--- src/sv/ysc_pkg.sv ---
`timescale 1ns / 1ps

package ysc_pkg;

  localparam int KW_COUNT = 22;
  localparam int KW_TRUE  = 4;     // lower-case "true"
  localparam logic [7:0] NUL = 8'h00;

  typedef enum logic [2:0] {
    CLS_STR  = 3'd0,
    CLS_NULL = 3'd1,
    CLS_BOOL = 3'd2,
    CLS_DEC  = 3'd3,
    CLS_OCT  = 3'd4,
    CLS_HEX  = 3'd5,
    CLS_NUM  = 3'd6
  } class_t;

  typedef enum logic [2:0] {
    TAG_NONE  = 3'd0,
    TAG_STR   = 3'd1,
    TAG_NULL  = 3'd2,
    TAG_BOOL  = 3'd3,
    TAG_INT   = 3'd4,
    TAG_FLOAT = 3'd5,
    TAG_OTHER = 3'd6
  } tag_t;

  typedef enum logic [1:0] {
    DEC_START  = 2'd0,
    DEC_SIGN   = 2'd1,
    DEC_DIGITS = 2'd2,
    DEC_DEAD   = 2'd3
  } dec_phase_t;

  typedef enum logic [1:0] {
    PFX_PREFIX = 2'd0,
    PFX_DIGITS = 2'd1,
    PFX_DEAD   = 2'd3
  } pfx_phase_t;

  typedef enum logic [2:0] {
    FLT_START    = 3'd0,
    FLT_SIGN     = 3'd1,
    FLT_INT      = 3'd2,
    FLT_FRAC     = 3'd3,
    FLT_EXP      = 3'd4,
    FLT_EXP_SIGN = 3'd5,
    FLT_EXP_DIG  = 3'd6,
    FLT_DEAD     = 3'd7
  } flt_phase_t;

  // Keyword text, padded with NUL to eight bytes.
  localparam logic [7:0] KW_TEXT [KW_COUNT][8] = '{
    '{"n", "u", "l", "l", NUL, NUL, NUL, NUL},
    '{"N", "u", "l", "l", NUL, NUL, NUL, NUL},
    '{"N", "U", "L", "L", NUL, NUL, NUL, NUL},
    '{"~", NUL, NUL, NUL, NUL, NUL, NUL, NUL},
    '{"t", "r", "u", "e", NUL, NUL, NUL, NUL},
    '{"T", "r", "u", "e", NUL, NUL, NUL, NUL},
    '{"T", "R", "U", "E", NUL, NUL, NUL, NUL},
    '{"f", "a", "l", "s", "e", NUL, NUL, NUL},
    '{"F", "a", "l", "s", "e", NUL, NUL, NUL},
    '{"F", "A", "L", "S", "E", NUL, NUL, NUL},
    '{".", "i", "n", "f", NUL, NUL, NUL, NUL},
    '{".", "I", "n", "f", NUL, NUL, NUL, NUL},
    '{".", "I", "N", "F", NUL, NUL, NUL, NUL},
    '{"-", ".", "i", "n", "f", NUL, NUL, NUL},
    '{"-", ".", "I", "n", "f", NUL, NUL, NUL},
    '{"-", ".", "I", "N", "F", NUL, NUL, NUL},
    '{"+", ".", "i", "n", "f", NUL, NUL, NUL},
    '{"+", ".", "I", "n", "f", NUL, NUL, NUL},
    '{"+", ".", "I", "N", "F", NUL, NUL, NUL},
    '{".", "n", "a", "n", NUL, NUL, NUL, NUL},
    '{".", "N", "a", "N", NUL, NUL, NUL, NUL},
    '{".", "N", "A", "N", NUL, NUL, NUL, NUL}
  };

  localparam logic [2:0] KW_LEN [KW_COUNT] = '{
    3'd4, 3'd4, 3'd4, 3'd1, 3'd4, 3'd4, 3'd4, 3'd5, 3'd5, 3'd5, 3'd4,
    3'd4, 3'd4, 3'd5, 3'd5, 3'd5, 3'd5, 3'd5, 3'd5, 3'd4, 3'd4, 3'd4
  };

  localparam class_t KW_CLASS [KW_COUNT] = '{
    CLS_NULL, CLS_NULL, CLS_NULL, CLS_NULL,
    CLS_BOOL, CLS_BOOL, CLS_BOOL, CLS_BOOL, CLS_BOOL, CLS_BOOL,
    CLS_NUM, CLS_NUM, CLS_NUM, CLS_NUM, CLS_NUM, CLS_NUM,
    CLS_NUM, CLS_NUM, CLS_NUM, CLS_NUM, CLS_NUM, CLS_NUM
  };

  // true words only
  localparam logic [KW_COUNT-1:0] KW_BOOL = 22'h000070;

  function automatic logic is_dig(input logic [7:0] c);
    return (c >= "0") && (c <= "9");
  endfunction

  function automatic logic is_sign(input logic [7:0] c);
    return (c == "+") || (c == "-");
  endfunction

  function automatic logic is_hex(input logic [7:0] c);
    return is_dig(c) || ((c >= "a") && (c <= "f")) || ((c >= "A") && (c <= "F"));
  endfunction

  // 0o / 0x prefix recognizer step.
  function automatic pfx_phase_t pfx_step(input pfx_phase_t ph, input logic [2:0] p,
                                          input logic [7:0] c, input logic [7:0] mark,
                                          input logic octal);
    logic ok;
    pfx_phase_t nx;
    ok = octal ? ((c >= "0") && (c <= "7")) : is_hex(c);
    nx = PFX_DEAD;
    case (ph)
      PFX_PREFIX: begin
        if (p == 3'd0) nx = (c == "0") ? PFX_PREFIX : PFX_DEAD;
        else if (p == 3'd1) nx = (c == mark) ? PFX_PREFIX : PFX_DEAD;
        else if (p == 3'd2) nx = ok ? PFX_DIGITS : PFX_DEAD;
      end
      PFX_DIGITS: nx = ok ? PFX_DIGITS : PFX_DEAD;
      default: nx = PFX_DEAD;
    endcase
    return nx;
  endfunction

endpackage

--- src/sv/ysc_in_if.sv ---
`timescale 1ns / 1ps

interface ysc_in_if;
  logic       valid;
  logic       ready;
  logic [7:0] ch;
  logic       last;
  logic       empty_req;
  logic       quoted;
  logic [2:0] tag_class;

  modport source (output valid, ch, last, empty_req, quoted, tag_class, input ready);
  modport sink (input valid, ch, last, empty_req, quoted, tag_class, output ready);
endinterface

--- src/sv/ysc_out_if.sv ---
`timescale 1ns / 1ps

interface ysc_out_if;
  logic       valid;
  logic       ready;
  logic [2:0] scalar_class;
  logic       bool_value;

  modport source (output valid, scalar_class, bool_value, input ready);
  modport sink (input valid, scalar_class, bool_value, output ready);
endinterface

--- src/sv/yaml_scalar_type_classifier.sv ---
// A closing word (last or empty_req) shows its result in the cycle after acceptance.
// One character word per cycle unless stalled; recognizers update in the accept cycle.
// The result register frees the input side, which stalls only while a result waits unread.
// Reset (rst, synchronous): result register empty, all recognizers back to their start state.
`timescale 1ns / 1ps

module yaml_scalar_type_classifier (
  input  logic clk,
  input  logic rst,
  ysc_in_if.sink    item,
  ysc_out_if.source result
);

  // Recognizer state for the scalar in progress.
  logic [2:0]                   pos;
  logic [ysc_pkg::KW_COUNT-1:0] cand;
  ysc_pkg::dec_phase_t          dec_ph;
  ysc_pkg::pfx_phase_t          oct_ph;
  ysc_pkg::pfx_phase_t          hex_ph;
  ysc_pkg::flt_phase_t          flt_ph;
  logic                         flt_dig;

  // State after taking the current character.
  logic [2:0]                   pos_next;
  logic [ysc_pkg::KW_COUNT-1:0] cand_next;
  ysc_pkg::dec_phase_t          dec_next;
  ysc_pkg::pfx_phase_t          oct_next;
  ysc_pkg::pfx_phase_t          hex_next;
  ysc_pkg::flt_phase_t          flt_next;
  logic                         flt_dig_next;
  logic                         true_exact;

  // Result register.
  logic                res_valid;
  ysc_pkg::class_t     res_class;
  logic                res_bool;
  ysc_pkg::class_t     cls;
  logic                bv;

  logic       accept;
  logic       closing;
  logic [7:0] c;
  ysc_pkg::tag_t tag;

  assign c       = item.ch;
  assign tag     = ysc_pkg::tag_t'(item.tag_class);
  assign accept  = item.valid && item.ready;
  assign closing = item.last || item.empty_req;

  // Input stalls only when a result is held and not taken this cycle.
  assign item.ready = !res_valid || result.ready;

  // Character step: every recognizer advances in parallel.
  always_comb begin
    for (int k = 0; k < ysc_pkg::KW_COUNT; k++) begin
      cand_next[k] = cand[k] && (pos < ysc_pkg::KW_LEN[k]) && (c == ysc_pkg::KW_TEXT[k][pos]);
    end
    // Text so far is exactly "true" once four characters matched.
    true_exact = (pos == 3'd3) && cand_next[ysc_pkg::KW_TRUE];

    case (dec_ph)
      ysc_pkg::DEC_START: begin
        if (ysc_pkg::is_sign(c)) dec_next = ysc_pkg::DEC_SIGN;
        else if ((c >= "1") && (c <= "9")) dec_next = ysc_pkg::DEC_DIGITS;
        else dec_next = ysc_pkg::DEC_DEAD;
      end
      ysc_pkg::DEC_SIGN:
        dec_next = ((c >= "1") && (c <= "9")) ? ysc_pkg::DEC_DIGITS : ysc_pkg::DEC_DEAD;
      ysc_pkg::DEC_DIGITS:
        dec_next = ysc_pkg::is_dig(c) ? ysc_pkg::DEC_DIGITS : ysc_pkg::DEC_DEAD;
      default: dec_next = ysc_pkg::DEC_DEAD;
    endcase

    oct_next = ysc_pkg::pfx_step(oct_ph, pos, c, "o", 1'b1);
    hex_next = ysc_pkg::pfx_step(hex_ph, pos, c, "x", 1'b0);

    flt_next     = flt_ph;
    flt_dig_next = flt_dig;
    case (flt_ph)
      ysc_pkg::FLT_START, ysc_pkg::FLT_SIGN: begin
        if ((flt_ph == ysc_pkg::FLT_START) && ysc_pkg::is_sign(c)) begin
          flt_next = ysc_pkg::FLT_SIGN;
        end else if (ysc_pkg::is_dig(c)) begin
          flt_next     = ysc_pkg::FLT_INT;
          flt_dig_next = 1'b1;
        end else if (c == ".") begin
          flt_next = ysc_pkg::FLT_FRAC;
        end else begin
          flt_next = ysc_pkg::FLT_DEAD;
        end
      end
      ysc_pkg::FLT_INT: begin
        if (ysc_pkg::is_dig(c)) flt_next = ysc_pkg::FLT_INT;
        else if (c == ".") flt_next = ysc_pkg::FLT_FRAC;
        else if ((c == "e") || (c == "E")) flt_next = ysc_pkg::FLT_EXP;
        else flt_next = ysc_pkg::FLT_DEAD;
      end
      ysc_pkg::FLT_FRAC: begin
        // exponent only once the mantissa holds a digit
        if (ysc_pkg::is_dig(c)) flt_dig_next = 1'b1;
        else if (((c == "e") || (c == "E")) && flt_dig) flt_next = ysc_pkg::FLT_EXP;
        else flt_next = ysc_pkg::FLT_DEAD;
      end
      ysc_pkg::FLT_EXP: begin
        if (ysc_pkg::is_sign(c)) flt_next = ysc_pkg::FLT_EXP_SIGN;
        else if (ysc_pkg::is_dig(c)) flt_next = ysc_pkg::FLT_EXP_DIG;
        else flt_next = ysc_pkg::FLT_DEAD;
      end
      ysc_pkg::FLT_EXP_SIGN, ysc_pkg::FLT_EXP_DIG:
        flt_next = ysc_pkg::is_dig(c) ? ysc_pkg::FLT_EXP_DIG : ysc_pkg::FLT_DEAD;
      default: flt_next = ysc_pkg::FLT_DEAD;
    endcase

    pos_next = (pos == 3'd7) ? pos : pos + 3'd1;
  end

  // Classification of the closing word, from the post-step state.
  // Quoted wins, then a known tag, then empty, keywords, and the number forms in order.
  always_comb begin
    logic found;
    found = 1'b0;
    cls   = ysc_pkg::CLS_STR;
    bv    = 1'b0;
    if (!item.quoted) begin
      case (tag)
        ysc_pkg::TAG_STR: cls = ysc_pkg::CLS_STR;
        ysc_pkg::TAG_NULL: cls = ysc_pkg::CLS_NULL;
        ysc_pkg::TAG_BOOL: begin
          cls = ysc_pkg::CLS_BOOL;
          bv  = !item.empty_req && true_exact;
        end
        ysc_pkg::TAG_INT, ysc_pkg::TAG_FLOAT: cls = ysc_pkg::CLS_NUM;
        default: begin
          // untagged, other tag, or unused code: judged by the text
          if (item.empty_req) begin
            cls = ysc_pkg::CLS_NULL;
          end else begin
            for (int k = 0; k < ysc_pkg::KW_COUNT; k++) begin
              if (!found && cand_next[k] && (ysc_pkg::KW_LEN[k] == pos_next)) begin
                cls   = ysc_pkg::KW_CLASS[k];
                bv    = ysc_pkg::KW_BOOL[k];
                found = 1'b1;
              end
            end
            if (!found) begin
              if (dec_next == ysc_pkg::DEC_DIGITS) cls = ysc_pkg::CLS_DEC;
              else if (oct_next == ysc_pkg::PFX_DIGITS) cls = ysc_pkg::CLS_OCT;
              else if (hex_next == ysc_pkg::PFX_DIGITS) cls = ysc_pkg::CLS_HEX;
              else if ((flt_next == ysc_pkg::FLT_EXP_DIG) || (flt_next == ysc_pkg::FLT_INT) ||
                       ((flt_next == ysc_pkg::FLT_FRAC) && flt_dig_next))
                cls = ysc_pkg::CLS_NUM;
            end
          end
        end
      endcase
    end
  end

  // Recognizer state: cleared at reset and after every closing word.
  always_ff @(posedge clk) begin
    if (rst || (accept && closing)) begin
      pos     <= 3'd0;
      cand    <= '1;
      dec_ph  <= ysc_pkg::DEC_START;
      oct_ph  <= ysc_pkg::PFX_PREFIX;
      hex_ph  <= ysc_pkg::PFX_PREFIX;
      flt_ph  <= ysc_pkg::FLT_START;
      flt_dig <= 1'b0;
    end else if (accept) begin
      pos     <= pos_next;
      cand    <= cand_next;
      dec_ph  <= dec_next;
      oct_ph  <= oct_next;
      hex_ph  <= hex_next;
      flt_ph  <= flt_next;
      flt_dig <= flt_dig_next;
    end
  end

  always_ff @(posedge clk) begin
    if (rst) begin
      res_valid <= 1'b0;
    end else if (accept && closing) begin
      res_valid <= 1'b1;
    end else if (result.ready) begin
      res_valid <= 1'b0;
    end
  end

  // Payload: no reset needed.
  always_ff @(posedge clk) begin
    if (accept && closing) begin
      res_class <= cls;
      res_bool  <= bv;
    end
  end

  assign result.valid        = res_valid;
  assign result.scalar_class = res_class;
  assign result.bool_value   = res_bool;

endmodule

--- src/flat_wrapper.sv ---
// flat-port wrapper written by rule: the top's interface ports become plain ports
module yaml_scalar_type_classifier_flat 
  (clk, rst, item_valid, item_ch, item_last, item_empty_req, item_quoted, item_tag_class, item_ready, result_valid, result_scalar_class, result_bool_value, result_ready);
  ysc_in_if item_i ();
  ysc_out_if result_i ();
  input  logic clk;
  input  logic rst;
  input wire logic [$bits(item_i.valid)-1:0] item_valid;
  input wire logic [$bits(item_i.ch)-1:0] item_ch;
  input wire logic [$bits(item_i.last)-1:0] item_last;
  input wire logic [$bits(item_i.empty_req)-1:0] item_empty_req;
  input wire logic [$bits(item_i.quoted)-1:0] item_quoted;
  input wire logic [$bits(item_i.tag_class)-1:0] item_tag_class;
  output wire logic [$bits(item_i.ready)-1:0] item_ready;
  output wire logic [$bits(result_i.valid)-1:0] result_valid;
  output wire logic [$bits(result_i.scalar_class)-1:0] result_scalar_class;
  output wire logic [$bits(result_i.bool_value)-1:0] result_bool_value;
  input wire logic [$bits(result_i.ready)-1:0] result_ready;
  assign item_i.valid = item_valid;
  assign item_i.ch = item_ch;
  assign item_i.last = item_last;
  assign item_i.empty_req = item_empty_req;
  assign item_i.quoted = item_quoted;
  assign item_i.tag_class = item_tag_class;
  assign item_ready = item_i.ready;
  assign result_valid = result_i.valid;
  assign result_scalar_class = result_i.scalar_class;
  assign result_bool_value = result_i.bool_value;
  assign result_i.ready = result_ready;
  yaml_scalar_type_classifier u_core (.clk(clk), .rst(rst), .item(item_i), .result(result_i));
endmodule
--- config.mk ---
export PLATFORM = sky130hd
export DESIGN_NAME = yaml_scalar_type_classifier_flat
export DESIGN_NICKNAME = d
export VERILOG_FILES = /design/src/sv/ysc_pkg.sv /design/src/sv/ysc_in_if.sv /design/src/sv/ysc_out_if.sv /design/src/sv/yaml_scalar_type_classifier.sv /design/src/flat_wrapper.sv
export SDC_FILE = /design/constraint.sdc
export NUM_CORES = 1
export LEC_CHECK = 0
export BUFFER_PORTS_ARGS = -buffer_cell sky130_fd_sc_hd__buf_4
export CAP_MARGIN = 20
export CORE_MARGIN = 5
export CORE_UTILIZATION = 30
export CTS_BUF_LIST = sky130_fd_sc_hd__clkbuf_8
export DETAILED_ROUTE_END_ITERATION = 6
export PLACE_DENSITY = 0.49
export SLEW_MARGIN = 15
export SYNTH_ARGS = -nofsm -noshare
export SYNTH_HDL_FRONTEND = slang
export SYNTH_SLANG_ARGS = --single-unit
--- constraint.sdc ---
create_clock -name clk -period 3 [get_ports clk]
set_input_delay 0.45 -clock clk [delete_from_list [all_inputs] [get_ports clk]]
set_output_delay 0.45 -clock clk [all_outputs]
set_load 0.005 [all_outputs]
==> summary.md, run 1 <==
| Metric | Value |
|---|---|
| Status | `finished, final reports clean` |
| Clock latency at the later pin of the worst-skew pair | `300 ps` |
| IO Pins | `24` |
| Post-DP HPWL | `7250 um` |
| Post-route ant nets | `0` |
| Syn nets | `460` |
| Setup slack, reg-to-reg | `120 ps` |
| Die Span X | `114 um` |
| Sequential share of the synthesized area | `0.261` |
| Antenna violations before repair | `0` |
| Max Cap Viol | `0` |
| Worst-path fanout max | `14` |
| Total Power | `1500 uW` |
| Gr usage total | `0.153` |
| Routed vias/inst | `5.28` |
| Drc violations | `0` |
| Avg Synthesized Cell Area | `7.50 sq um` |
| Starting Density | `0.309` |
| Setup-failing EPs final | `0` |
| CP cell instances | `buf_4 > nor2b_1 > xnor2_1 > a222oi_1 > or2_1 > o221ai_1 > a2111oi_2 > o31ai_1` |
| Max Clock Freq | `0.347 GHz` |
| CP Launch Type | `flip-flop` |
| Synth Register Bits | `40` |
| Worst r2r src | `u_core.pos[2]` |
| Number of synthesized flops with an enable pin | `4` |
| Critical Path Slowest Stage Cell | `dfxtp_1` |
| Area of the core | `0.0104 sq mm` |
| Crit path DAT | `2930 ps` |
| Hold Vio Cnt, Final | `0` |
| Die outline area | `0.0129 sq mm` |
| Final slew viol count | `0` |
| Crit path kind | `flip-flop to flip-flop` |
| Die Y | `114 um` |
| Vias in the first global route | `2961` |
| Cell count after synthesis | `430` |
| Fin crit period | `2880 ps` |
| P_leak | `0.00148 uW` |
| Worst reg-to-reg path cell count | `8` |
| Nets | `491` |
| Synth Flop Type | `dfxtp_1` |
| Worst slew margin | `0.535` |
| CTS H-tree depth | `2` |
| Share of cells above drive strength 1 | `0.149` |
| Port bufs | `23` |
| Starting DRT DRC Count | `256` |
| Worst-path clk slew | `90 ps` |
| FP Rows | `37` |
| Finished Core Util | `0.361` |
| TritonCTS Sinks | `40` |
| Cell family with most CP delay | `compound AO/OA/AOI/OAI gates` |
| Worst hold stages | `2` |
| Via count | `3156` |
| Grt total ovfl | `0` |
| Endpoint class of the critical path | `flip-flop` |
| Max incr delay on CP | `700 ps` |
| Asr flop ratio synth | `0` |
| Yosys warning count | `0` |
| DRT Wirelength | `9790 um` |
| Clk buf depth | `2` |
| Gp weighted congestion | `0.850` |
| Antenna Cells | `0` |
| Post-synth cell types | `70` |
| Least-Margin Pin Slew | `696 ps` |
| Fin crit share | `0.961` |
| Drt wl/cell | `16.4 um` |
| Hold Path Origin | `rst` |
| Maximum vdd drop | `0.157 mV` |
| Worst Skew | `5.13 ps` |
| DRT Pass-1 Iters | `5` |
| Clk root buf | `clkbuf_8` |
| Pwr/cell area | `398 mW/mm^2` |
| Post-cts resize count | `0` |
| Synth Cell Area | `0.00322 sq mm` |
| R2r endpoint | `u_core.result.scalar_class[1]` |
| Unrepaired setup endpoints after global routing | `false` |
| Area grow syn2layout | `16.6%` |
| Hold Crit Class | `input port to flip-flop` |
| Total CTS buffers | `5` |
| Setup TNS | `0 ps` |
| Largest net degree at the start of global routing | `23` |
| Buf/Inv on CP | `1` |
| CTS tree | `yes` |
| WP data required | `3050 ps` |
| First-pass GRT wire length | `15900 um` |
| Hold EP | `u_core.result.valid` |
## registers in the layout, summed over array words and instances, names as in the netlist
| signal | flops |
|---|---|
| u_core.cand | 22 |
| u_core.dec_ph | 2 |
| u_core.flt_dig | 1 |
| u_core.flt_ph | 3 |
| u_core.hex_ph | 2 |
| u_core.oct_ph | 2 |
| u_core.pos | 3 |
| u_core.result.bool_value | 1 |
| u_core.result.scalar_class | 3 |
| u_core.result.valid | 1 |
## logic make-up after synthesis
logic type | share of synthesized area
buffers and inverters | 0.0668
AND/OR/NAND/NOR | 0.309
multiplexers | 0.00621
XOR/XNOR | 0.0734
AO/OA/AOI/OAI | 0.237
adder cells (fa/ha/maj) | 0.0466
flip-flops | 0.261
## report_power, final
group	internal (uW)	switching [uW]
combinational	164	221
clock	294	213
sequential	577	26.4
## what timing repair did
item,in CTS,in global routing
endpoints found under the setup margin,0,1
hold endpoints to repair,0,0
hold buffers,0,0
setup buffers,0,1
## metrics by stage
step	hold slack, ps	std cells	setup WS, ps	area (sq um)
5_1_grt	309	598	3.71	3760
4_1_cts	315	597	130	3750
3_5_place_dp	439	589	127	3620
3_3_place_gp	432	589	158	3620
6_report	316	598	117	3760
2_1_floorplan	415	430	36.8	3220
## Yosys cell counts (4+ instances only)
library cell / number / share of area
a211oi_1: 4 / 0.0093
a21o_1: 4 / 0.0093
a21oi_1: 27 / 0.042
and2_1: 7 / 0.014
and3_1: 6 / 0.012
buf_2: 7 / 0.011
buf_4: 4 / 0.0093
clkbuf_1: 13 / 0.015
dfxtp_1: 36 / 0.22
edfxtp_1: 4 / 0.037
ha_1: 12 / 0.047
inv_1: 20 / 0.023
nand2_1: 46 / 0.054
nand2b_1: 8 / 0.016
nand3_1: 12 / 0.019
nor2_1: 44 / 0.051
nor2b_1: 12 / 0.023
nor3_1: 22 / 0.034
o21ai_0: 34 / 0.053
o22ai_1: 4 / 0.0078
xnor2_1: 21 / 0.057
xor2_1: 6 / 0.016
## worst max path at each step
stage / start / end / slack, ps / cells after the start
finish: u_core.pos[2] / u_core.result.scalar_class[1] / 120 / 8
global route: u_core.pos[2] / u_core.result.scalar_class[1] / 4 / 8
CTS: u_core.pos[2] / u_core.result.scalar_class[1] / 130 / 9
detailed placement: u_core.pos[2] / u_core.result.scalar_class[1] / 130 / 9
global placement: u_core.pos[2] / u_core.result.scalar_class[1] / 160 / 8
floorplan: u_core.pos[0] / u_core.result.scalar_class[1] / 40 / 12
## placed cells by master, fill, tap and decap left out, types with 7 or more instances in the layout
master,count
nor2b_1,12
xnor2_1,21
nor3_1,22
nand3_1,12
ha_1,12
o21ai_0,34
clkbuf_8,7
dfxtp_1,36
a21oi_1,27
and2_1,7
nor2_1,44
buf_4,50
nand2_1,46
inv_1,20
nand2b_1,8
## per-layer routing
layer | vias up | share of wire | track usage
met5 | - | 0 | 0
met4 | 0 | 0.013 | 0.0409
met3 | 13 | 0.041 | 0.0212
met2 | 78 | 0.44 | 0.237
met1 | 1474 | 0.50 | 0.222
li1 | 1591 | - | -
## layout make-up
| cell class | count | area [sq um] |
|---|---|---|
| flip-flops and latches | 40 | 841 |
| inverters | 21 | 78.8 |
| well taps | 136 | 170 |
| multi-input cells | 343 | 2170 |
| clock inverters | 1 | 30.0 |
| repair buffers | 50 | 375 |
| clock buffers | 7 | 96.3 |
| fillers | 1090 | 6660 |
Power figures use the tool's default switching activity.
==> inputs of run 2 (changes only) <==
Settings changed: PLACE_DENSITY 0.49 to 0.48.
Clock period 3 ns to 3.3 ns, I/O delays scaled along.
==> run 2 against run 1 <==
  * Final area decreased by 1.8%
  * Critical path depth up 1
  * Worst hold slack improved by 41 ps
  * Critical path type unchanged
  * Total power shrank 2.4%
  * Count of clock-buffer cells in the layout decreased by 2
  * Combinational power shrank 12%
  * Highest routed layer unchanged
==> summary.md, run 2 (same netlist as run 1, synthesis figures left out) <==
| Metric | Value |
|---|---|
| Worst slew margin | `0.501 (was 0.535)` |
| Least-Margin Pin Slew | `747 ps (was 696 ps)` |
| Endpoint class of the critical path | `flip-flop (unchanged)` |
| Worst hold stages | `2 (unchanged)` |
| Hold EP | `u_core.result.valid (unchanged)` |
| Starting Density | `0.309 (unchanged)` |
| P_leak | `0.00142 uW (was 0.00148 uW)` |
| Post-cts resize count | `0 (unchanged)` |
| Worst Skew | `7.72 ps (was 5.13 ps)` |
| Gate power share | `0.231 (was 0.258)` |
| Die outline area | `0.0129 sq mm (unchanged)` |
| WP data required | `3350 ps (was 3050 ps)` |
| Post-route ant nets | `0 (unchanged)` |
| Drc violations | `0 (unchanged)` |
| Maximum vdd drop | `0.150 mV (was 0.157 mV)` |
| Fin crit period | `2950 ps (was 2880 ps)` |
| Routed vias/inst | `5.40 (was 5.28)` |
| Total CTS buffers | `5 (unchanged)` |
| CTS H-tree depth | `2 (unchanged)` |
| Setup TNS | `0 ps (unchanged)` |
| Port bufs | `23 (unchanged)` |
| FP Rows | `37 (unchanged)` |
| Most common cell after layout, fill and taps aside | `nand2_1 (was buf_4)` |
| Largest net degree at the start of global routing | `23 (unchanged)` |
| Area grow syn2layout | `14.5% (was 16.6%)` |
| NetSw | `419 uW (was 461 uW)` |
| Clk buf depth | `2 (unchanged)` |
| Hold Crit Class | `input port to flip-flop (unchanged)` |
| Total Power | `1460 uW (was 1500 uW)` |
| DRT Pass-1 Iters | `5 (unchanged)` |
| Clk network pwr share | `0.394 (was 0.339)` |
| Starting DRT DRC Count | `263 (was 256)` |
| Final slew viol count | `0 (unchanged)` |
| Nets | `476 (was 491)` |
| Crit path kind | `flip-flop to flip-flop (unchanged)` |
| Share of cells above drive strength 1 | `0.121 (was 0.149)` |
| Internal | `1040 uW (about the same)` |
| Worst reg-to-reg path cell count | `9 (was 8)` |
| Multi-input gate area | `0.00217 sq mm (unchanged)` |
| Via count | `3149 (was 3156)` |
| Worst r2r src | `u_core.pos[2] (unchanged)` |
| Fin crit share | `0.893 (was 0.961)` |
| Sequential power share | `0.375 (was 0.403)` |
| Max Clock Freq | `0.339 GHz (was 0.347 GHz)` |
| Worst-path fanout max | `16 (was 14)` |
| IO Pins | `24 (unchanged)` |
| Crit path DAT | `3000 ps (was 2930 ps)` |
| Setup Buffers After CTS | `0 (unchanged)` |
| Clk root buf | `clkbuf_8 (unchanged)` |
| Hold Vio Cnt, Final | `0 (unchanged)` |
| Gp weighted congestion | `0.884 (was 0.850)` |
| Setup-failing EPs final | `0 (unchanged)` |
| Max reg flops | `22 (unchanged)` |
| Max Cap Viol | `0 (unchanged)` |
| Vias in the first global route | `2944 (was 2961)` |
| Drt wl/cell | `16.5 um (was 16.4 um)` |
| Die Y | `114 um (unchanged)` |
| Clock latency at the later pin of the worst-skew pair | `300 ps (about the same)` |
| Pwr/cell area | `396 mW/mm^2 (was 398 mW/mm^2)` |
| Most frequent cells in the layout | `nand2_1, nor2_1, dfxtp_1, o21ai_0, buf_4 (was buf_4, nand2_1, nor2_1, dfxtp_1, o21ai_0)` |
| Unrepaired setup endpoints after global routing | `false (unchanged)` |
| Reg area | `841 sq um (unchanged)` |
| Antenna Cells | `0 (unchanged)` |
| Hold buffer count at CTS | `0 (unchanged)` |
| Gr usage total | `0.151 (was 0.153)` |
| Status | `finished, final reports clean (unchanged)` |
| Sw Share | `0.287 (was 0.308)` |
| Die Span X | `114 um (unchanged)` |
| CTS tree | `yes (unchanged)` |
| Setup slack, reg-to-reg | `350 ps (was 120 ps)` |
| R2r endpoint | `u_core.result.scalar_class[1] (unchanged)` |
| First-pass GRT wire length | `15600 um (was 15900 um)` |
| DRT Wirelength | `9630 um (was 9790 um)` |
| Register with the most flip-flops | `u_core.cand (unchanged)` |
| Post-DP HPWL | `7180 um (was 7250 um)` |
| Fill cells | `1119 (was 1090)` |
| Hold Path Origin | `rst (unchanged)` |
| CP Launch Type | `flip-flop (unchanged)` |
| Grt total ovfl | `0 (unchanged)` |
| Area of the core | `0.0104 sq mm (unchanged)` |
| TritonCTS Sinks | `40 (unchanged)` |
| Antenna violations before repair | `0 (unchanged)` |
| Worst-path clk slew | `90 ps (about the same)` |
==> run 2: worst max-delay path, cell delays in order, from the launching register on <==
cell and delay (ps):
dfxtp_1 510, buf_4 270, or3b_4 440, nor4b_4 330, nand3_1 140, a32oi_2 230
nor3_1 100, a21o_1 190, a2111oi_2 360, o31ai_1 110
==> run 2: through the flow <==
stage	area (sq um)	instances	setup slack [ps]	utilization	hold slack, ps
4_1_cts	3690	583	367	0.354	351
3_5_place_dp	3530	575	379	0.339	435
2_1_floorplan	3220	430	337	-	415
3_3_place_gp	3530	575	369	0.339	429
6_report	3690	583	353	0.354	357
5_1_grt	3690	583	165	0.354	351
==> run 2: worst max path at each step <==
stage | end | slack (ps) | startpoint | cells past startpoint
2_1_floorplan | u_core.result.scalar_class[1] | 340 | u_core.pos[0] | 12
4_1_cts | u_core.result.scalar_class[1] | 370 | u_core.pos[2] | 9
3_3_place_gp | u_core.result.scalar_class[1] | 370 | u_core.pos[2] | 9
3_5_place_dp | u_core.result.scalar_class[1] | 380 | u_core.pos[0] | 10
6_report | u_core.result.scalar_class[1] | 350 | u_core.pos[2] | 9
5_1_grt | u_core.result.scalar_class[1] | 160 | u_core.pos[0] | 10
==> run 2: power groups by stage <==
stage,clock network (uW),logic [uW],registers (uW)
2_1_floorplan,0,239,555
3_3_place_gp,0,335,559
3_5_place_dp,0,336,559
4_1_cts,585,337,548
5_1_grt,607,374,552
6_report,575,338,548
==> run 2: layout make-up <==
class                           count  share of cell area
Clock inverter                      3              0.0244
Sequential cell                    40               0.228
Tap cell                          136              0.0461
Inverter                           21              0.0214
Timing Repair Buffer               35              0.0746
Clock buffer                        5              0.0186
Multi-Input combinational cell    343               0.587
==> run 2: per-layer routing <==
metal / track usage / vias to the layer above / share of wire
met1: 0.212 / 1499 / 0.50
met2: 0.238 / 66 / 0.45
met5: 0 / - / 0
met3: 0.0212 / 15 / 0.031
met4: 0.0449 / 0 / 0.020
li1: - / 1569 / -
==> inputs of run 3 (changes only) <==
Settings changed: CTS_BUF_LIST sky130_fd_sc_hd__clkbuf_8 to default, MAX_ROUTING_LAYER from default to met4.
==> run 3 against run 2 <==
  * Combinational power hardly changed
  * Fmax hardly changed
  * Via count is 0.32% lower
  * Setup slack worse by 2.4 ps
  * Core utilization hardly changed
  * Wire length hardly changed
  * Die area stayed put
  * Cell count stayed put
  * Register-to-register slack hardly changed
  * Global-route usage is 0.44 points higher
  * Sequential share of layout area hardly changed
  * Sequential power hardly changed
  * Critical endpoint unchanged
==> summary.md, run 3 (same netlist as run 1, synthesis figures left out) <==
| Metric | Value |
|---|---|
| Die Span X | `114 um (unchanged)` |
| Post-DP HPWL | `7180 um (unchanged)` |
| Share of cells above drive strength 1 | `0.121 (unchanged)` |
| Post-cts resize count | `0 (unchanged)` |
| Fin crit share | `0.894 (was 0.893)` |
| Clk buf depth | `2 (unchanged)` |
| Grt total ovfl | `0 (unchanged)` |
| Setup-failing EPs final | `0 (unchanged)` |
| WP data required | `3350 ps (about the same)` |
| Gp weighted congestion | `0.899 (was 0.884)` |
| CTS H-tree depth | `2 (unchanged)` |
| Hold Vio Cnt, Final | `0 (unchanged)` |
| Routed vias/inst | `5.38 (was 5.40)` |
| Setup TNS | `0 ps (unchanged)` |
| Area grow syn2layout | `14.4% (was 14.5%)` |
| Hold Path Origin | `rst (unchanged)` |
| Clk root buf | `clkbuf_8 (unchanged)` |
| Port bufs | `23 (unchanged)` |
| Post-route ant nets | `0 (unchanged)` |
| Maximum vdd drop | `0.132 mV (was 0.150 mV)` |
| Gr usage total | `0.155 (was 0.151)` |
| Drc violations | `0 (unchanged)` |
| Unrepaired setup endpoints after global routing | `false (unchanged)` |
| DRT Pass-1 Iters | `5 (unchanged)` |
| Hold buffer count at CTS | `0 (unchanged)` |
| Final slew viol count | `0 (unchanged)` |
| Via count | `3139 (was 3149)` |
| Setup slack, reg-to-reg | `350 ps (about the same)` |
| Finished Core Util | `0.354 (about the same)` |
| Least-Margin Pin Slew | `752 ps (was 747 ps)` |
| FP Rows | `37 (unchanged)` |
| Worst r2r src | `u_core.pos[2] (unchanged)` |
| Max reg flops | `22 (unchanged)` |
| Die outline area | `0.0129 sq mm (unchanged)` |
| Crit path DAT | `3000 ps (about the same)` |
| First-pass GRT wire length | `15600 um (about the same)` |
| Drt wl/cell | `16.5 um (about the same)` |
| Setup Buffers After CTS | `0 (unchanged)` |
| Worst Skew | `6.61 ps (was 7.72 ps)` |
| Largest net degree at the start of global routing | `23 (unchanged)` |
| Nets | `476 (unchanged)` |
| Die Y | `114 um (unchanged)` |
| TritonCTS Sinks | `40 (unchanged)` |
| Status | `finished, final reports clean (unchanged)` |
| Fin crit period | `2950 ps (about the same)` |
| Area of the core | `0.0104 sq mm (unchanged)` |
| IO Pins | `24 (unchanged)` |
| Total CTS buffers | `5 (unchanged)` |
| Worst slew margin | `0.498 (was 0.501)` |
| Register with the most flip-flops | `u_core.cand (unchanged)` |
| Antenna violations before repair | `0 (unchanged)` |
| Most common cell after layout, fill and taps aside | `nand2_1 (unchanged)` |
| Starting DRT DRC Count | `247 (was 263)` |
| Max Clock Freq | `0.339 GHz (about the same)` |
| Max Cap Viol | `0 (unchanged)` |
| Crit path kind | `flip-flop to flip-flop (unchanged)` |
| Pwr/cell area | `388 mW/mm^2 (was 396 mW/mm^2)` |
| DRT Wirelength | `9620 um (was 9630 um)` |
| Antenna Cells | `0 (unchanged)` |
| Worst-path clk slew | `90 ps (about the same)` |
| Starting Density | `0.309 (unchanged)` |
| Hold Crit Class | `input port to flip-flop (unchanged)` |
| Worst-path fanout max | `16 (unchanged)` |
| Clock latency at the later pin of the worst-skew pair | `300 ps (about the same)` |
| CP Launch Type | `flip-flop (unchanged)` |
| Hold EP | `u_core.result.valid (unchanged)` |
| CP Launch Point | `u_core.pos[2] (unchanged)` |
| Worst hold stages | `2 (unchanged)` |
| Worst reg-to-reg path cell count | `9 (unchanged)` |
| Vias in the first global route | `2947 (was 2944)` |
| R2r endpoint | `u_core.result.scalar_class[1] (unchanged)` |
| CTS tree | `yes (unchanged)` |
| P_leak | `0.00142 uW (about the same)` |
| Most frequent cells in the layout | `nand2_1, nor2_1, dfxtp_1, o21ai_0, buf_4 (unchanged)` |
| Endpoint class of the critical path | `flip-flop (unchanged)` |
==> run 3: cell types whose count changed in the layout (fill, tap and decap cells not counted) <==
cell       delta
clkbuf_16     +1
bufinv_16     -1
==> run 3: worst max path at each step <==
stage	to
after global routing	u_core.result.scalar_class[1]
after CTS	u_core.result.scalar_class[1]
final	u_core.result.scalar_class[1]
after detailed placement	u_core.result.scalar_class[1]
after floorplan	u_core.result.scalar_class[1]
after global placement	u_core.result.scalar_class[1]
==> run 3: stage by stage <==
step / hold slack [ps] / power (uW) / instances / setup WS [ps] / cell area (sq um)
2_1_floorplan: 415 / 794 / 430 / 337 / 3220
3_3_place_gp: 429 / 894 / 575 / 369 / 3530
3_5_place_dp: 435 / 895 / 575 / 379 / 3530
4_1_cts: 349 / 1440 / 583 / 368 / 3690
5_1_grt: 350 / 1500 / 583 / 166 / 3690
6_report: 354 / 1430 / 583 / 351 / 3690
==> run 3: critical path, cell delays in order (launching register included) <==
cell       delay (ps)
dfxtp_1           510
buf_4             270
or3b_4            440
nor4b_4           340
nand3_1           140
a32oi_2           230
nor3_1            100
a21o_1            190
a2111oi_2         360
o31ai_1           110
==> run 3: routing by layer <==
layer / GRT usage / part of all wire / wire length, um / vias to the layer above
met4: 0.0449 / 0.019 / 181 / 0
li1: - / - / - / 1567
met2: 0.238 / 0.44 / 4270 / 77
met5: - / 0 / 0 / -
met1: 0.212 / 0.50 / 4790 / 1485
met3: 0.0212 / 0.039 / 378 / 10
==> run 3: area by class of cell <==
| type | count | area [sq um] |
|---|---|---|
| Fill cell | 1119 | 6730 |
| Multi-Input combinational cell | 343 | 2170 |
| Sequential cell | 40 | 841 |
| Timing Repair Buffer | 35 | 275 |
| Tap cell | 136 | 170 |
| Clock buffer | 6 | 93.8 |
| Inverter | 21 | 78.8 |
| Clock inverter | 2 | 60.1 |
==> run 3: power by group <==
group	switching, uW	leakage (uW)	internal [uW]	total (uW)
Clock	197	0.0000765	348	545
Combinational	199	0.00100	138	338
Sequential	23.0	0.000337	525	548
Total	419	0.00142	1010	1430
